<file path="src/rtl/lrp_stack.sv">
module lrp_stack #(
   parameter int DEPTH = 64,
   parameter int AW    = 6
) (
   input  logic         clock,
   input  logic         wr_en,
   input  logic [AW-1:0] wr_addr,
   input  logic [7:0]   wr_data,
   input  logic [AW-1:0] rd_addr,
   output logic [7:0]   rd_data
);

   logic [7:0] mem [DEPTH];

   always_ff @(posedge clock) begin
      if (wr_en) begin
         mem[wr_addr] <= wr_data;
      end
      rd_data <= mem[rd_addr];
   end

endmodule

</file>
<file path="config.mk">
export PLATFORM = sky130hd
export DESIGN_NAME = lrp_stack
export DESIGN_NICKNAME = d
export VERILOG_FILES = /design/src/rtl/lrp_stack.sv
export SDC_FILE = /design/constraint.sdc
export NUM_CORES = 1
export LEC_CHECK = 0
export BUFFER_PORTS_ARGS = -buffer_cell sky130_fd_sc_hd__clkbuf_2
export CORE_ASPECT_RATIO = 0.7
export CORE_MARGIN = 2
export CORE_UTILIZATION = 50
export CTS_CLUSTER_DIAMETER = 80
export DETAILED_ROUTE_END_ITERATION = 12
export GPL_TIMING_DRIVEN = 1
export HOLD_SLACK_MARGIN = 0.15
export PLACE_DENSITY = 0.66
export REMOVE_ABC_BUFFERS = 1
export SYNTH_ARGS = -nofsm -noshare
export SYNTH_HDL_FRONTEND = slang
export SYNTH_SLANG_ARGS = --single-unit
</file>
<file path="constraint.sdc">
create_clock -name clock -period 2.08 [get_ports clock]
set_input_delay 0.208 -clock clock [delete_from_list [all_inputs] [get_ports clock]]
set_output_delay 0.208 -clock clock [all_outputs]
set_load 0.02 [all_outputs]
</file>
* After elaboration in Yosys (flattened, before gate mapping)
Memory sizes are Yosys's and may differ from the RTL's. A register that Yosys moved wholly into a read port is not among the register bits. Cells that the tools add are included.
Storage, ports and cells: register bits 0, RAM bits 512, input port bits 22, output and inout bits 8, logic and storage cells 3, memories 1
Memories:
- mem | words 64, width 8, rd ports 1, clocked after memory_dff 1, wr ports 1, line 13 | logic [7:0] mem [DEPTH];
Operators by class: muxes and demuxes 2
Operators by type and width (number):
- 2-to-1 mux 1 bit | 2

* Longest topological paths before layout
depth in word-level cells 2, mapped depth 9, depth with buffers taken out 5

* Worst setup path after synthesis
Ideal clock, no wire load.
path kind input-to-reg, start input port rd_addr[1], end register rd_data[3] (read register of mem), library setup time 0.128 ns, arrival time 1.748 ns, setup slack 0.204 ns, stages on the path 7, buffers on the path 3, cell sequence buf_4 -> buf_2 -> buf_2 -> mux4_2 -> mux4_2 -> o21ai_1 -> o41ai_1
RTL lines:
- start: declaration | line 9 | input logic [AW-1:0] rd_addr,
- end: declaration | line 10 | output logic [7:0] rd_data

==> results by stage <==
Finish:
- The number of filler cells placed in the layout is 2,835.
- The library cell used most frequently in the layout, excluding fill and tap cells, is edfxtp_1.
- The antenna diode instance count is 0.
- Compared with the post-synthesis result, the final layout area differs by 17.10%.
- In the final design database the tool counted 1,142 nets.
- The library cells used most frequently in the layout, excluding fill and tap cells, are edfxtp_1 (512), buf_4 (132), mux4_2 (126).
- After routing the design area is 23,620 sq um.
- The utilization after layout is 59.39%.
- The post-route netlist has 33.36% of its cells at a drive strength greater than 1.

Critical path:
- The biggest fanout along the worst timing path is 1.
- The endpoint class of the critical path is a flop.
- The setup slack of the worst register-to-register path is 160 ps.
- The critical path is of the flop to flop type.
- The critical path data required time is 2530 ps.
- The worst reg2reg path endpoint is rd_data[5].
- The startpoint identified for the worst register-to-register timing path is mem[3][5].
- The worst setup path is launched from a flop.
- The data arrival time of the worst path is 2370 ps.
- The depth of the worst register-to-register path is 5.

Placed design:
- In this run the cell area measured after placement is 22,010 sq um.
- In this run the tool buffered the top-level ports with 29 buffer cells.
- The detailed placement HPWL is 29,480 um.
- The final weighted congestion in routability-driven placement is 0.8065.

GRT:
- Entering global routing, the biggest net connects 65 pins.
- The via count of the first global-routing pass came to 9,924.
- The global-route congestion overflow total is 0.
- Global routing consumed, over all layers together, 22.59% of the routing resources.
- The number of antenna violations at the first check in global routing is 0.
- The first global-routing pass estimated 67,870 um of wire.

Logic synthesis:
- The post-synthesis sequential element count is 520.
- After synthesis, the netlist uses 40 different library cells.
- Of all cell types, the one taking the most synthesized area is edfxtp_1.
- The area of the mapped netlist is 20,170 sq um.
- After synthesis, the share of flip-flops with an asynchronous set or reset is 0%.
- The Yosys step of the flow raised 0 warnings.
- The share of the Yosys chip area taken by registers is 77.03%.
- The average size of a mapped cell is 21.45 sq um.
- Among all flip-flop cells after synthesis, the most frequent one is edfxtp_1.
- After synthesis, the largest area contributor takes up 76.24% of total cell area.
- Counting flops with a built-in enable in the synthesized netlist gives 512.
- In the post-synthesis netlist, the biggest area contributors are edfxtp_1 (76%), mux4_2 (14%), nor2_1 (1.5%).
- The synthesized netlist cell count is 940.

Min path:
- The worst hold path endpoint is mem[56][5].
- The start point of the worst hold path is wr_data[5].
- The cell count of the worst hold path is 1.
- In this run the worst hold path is classified as primary input to flop.

STA:
- The number of max-slew violations in the final report is 0.
- The clock period minus worst slack is 1922 ps.
- The number of endpoints with negative hold slack in the final report is 0.
- Across all hold checks on the routed design, the worst slack comes to 192.9 ps.
- Summed over all failing endpoints, the final setup total negative slack is 0 ps.
- The maximum operating frequency is 520.3 MHz.
- The portion of the clock cycle consumed by the worst path in the final layout is 92.41%.
- The worst pin sits at a relative slew slack of 50.30%.
- Setup repair after global routing left no endpoint under its margin.
- The transition time at the pin with the least slew margin is 745.5 ps.
- The final setup violation count is 0.
- Clock skew on the completed layout was measured at 27.15 ps.

Die:
- The starting density of the core is 50.72%.
- The die covers 41,980 sq um.
- The die height is 172.0 um.
- The floorplan step defined a core boundary enclosing 39,760 sq um.
- The number of cell rows is 61.
- The width of the chip is 244.0 um.
- In this run the count of I/O pins placed on the die edge is 30.

Clock network:
- The TritonCTS clock tree is done.
- In this run, post-CTS repair resized a total of 0 instances.
- The number of hold buffers added after CTS was 4.
- CTS built an H-tree with a depth of 2.
- The cell chosen for the clock root is clkbuf_16.
- Buffers added to address setup during post-CTS repair amount to 0.
- In this run the deepest clock path goes through 3 buffers.
- The number of clock buffers added by TritonCTS is 48.
- The clock transition at the registers of the reported paths is 70 ps.
- The sink count of the clock tree is 520.
- At the later pin of the worst-skew pair, clock insertion delay measures 570 ps.

Drt:
- Across all layers, the routed design uses 10,120 vias.
- The total length of routed met2 wires is 20,070 um.
- The highest signal layer in the routed design is met4.
- The total wirelength of the detailed-routed design is 46,140 um.
- The per-cell via count in the routed design is 5.980.
- The count of antenna-violating nets left after detailed routing is 0.
- For this run, the detailed router's first-pass iteration total came to 5.
- After the first detailed-routing iteration, the DRC count stood at 1,134.
- The detailed-route wire length on metal 1 is 21,020 um.
- The DRC violations left is 0.
- In the final routed layout, each cell accounts on average for 27.27 um.
- Wire segments on met3 add up to 3990 um in the final route.

Pwr:
- In this run switching power makes up 20.77% of total power.
- In this run, flip-flops and latches consume 53.6% of the power.
- The total power per unit cell area is 918.2 nW/um^2.
- VDD sags by at most 0.7569 mV.
- Internal power comes to 17.18 mW.
- For this design the total switching power over the nets is 4.504 mW.
- The share of power burned in combinational logic is 5.8%.
- The clock network accounts for 40.6% of the total power.
- Summed over all cells, the static leakage comes to 7.679 nW.

Run:
- Across the run, the number of max-cap violations was 0.

Status:
- The flow ran to the end, and the final reports show no timing, DRC or antenna violations.
[cell usage after synthesis, types with 11 or more instances]
| cell | instances |
|---|---|
| clkbuf_1 | 17 |
| nor2_1 | 83 |
| nand3_1 | 13 |
| mux4_2 | 126 |
| mux2i_1 | 23 |
| nor2b_1 | 14 |
| nand2_1 | 19 |
| edfxtp_1 | 512 |
| mux2_2 | 13 |
| buf_4 | 13 |
| buf_2 | 11 |
[registers in the layout, indices dropped and copies added, names as in the netlist]
name     cells
mem        512
rd_data      8
[power groups by stage]
stage	logic, mW	clock network [mW]	registers [mW]
floorplan	0.449	0	11.9
global placement	1.23	0	11.8
detailed placement	1.25	0	11.9
CTS	1.26	8.96	11.6
global route	1.33	9.34	11.6
finish	1.26	8.80	11.6
[routing by layer]
layer / GRT usage, % / vias up
met5: 0 / -
met3: 4.175 / 71
met1: 36.07 / 5314
met4: 5.700 / 0
met2: 32.35 / 446
li1: - / 4288
[cells by family (layout without fill, tap and decap cells)]
group | after synthesis | after routing | share of synthesized area (%)
flops | 520 | 520 | 77.03
mux | 162 | 162 | 15.94
simple gates | 153 | 153 | 3.387
compound gates | 54 | 54 | 2.072
buf+inv | 51 | 268 | 1.570
[cell type report]
class | count | area, sq um | area share [%]
timing repair buffer | 181 | 1535 | 6.501
clock inverter | 29 | 300.3 | 1.272
sequential | 520 | 15530 | 65.78
multi-input combinational | 369 | 4315 | 18.27
tap | 535 | 669.4 | 2.835
clock buffer | 58 | 1260 | 5.335
[stage by stage]
step	std cells	total power, mW	setup WS [ps]
floorplan	889	12.31	396.4
global placement	1601	13.08	-111.1
detailed placement	1601	13.10	-129.5
CTS	1692	21.85	153.2
global route	1692	22.29	38.13
finish	1692	21.68	157.9
[how the worst max path moves through the flow]
stage                           from          to  slack (ps)
after floorplan           mem[29][4]  rd_data[4]         400
after global placement    rd_addr[0]  rd_data[7]        -110
after detailed placement  rd_addr[0]  rd_data[6]        -130
after CTS                  mem[3][5]  rd_data[5]         150
after global routing       mem[0][5]  rd_data[5]          40
final                      mem[3][5]  rd_data[5]         160
[critical path, cell delays in order, from the launching register on]
cell and delay (ps):
edfxtp_1 360, mux4_2 490, nor2b_1 190, a2111oi_0 500, buf_4 200, o41ai_1 70
(Power assumes the default switching activity.)
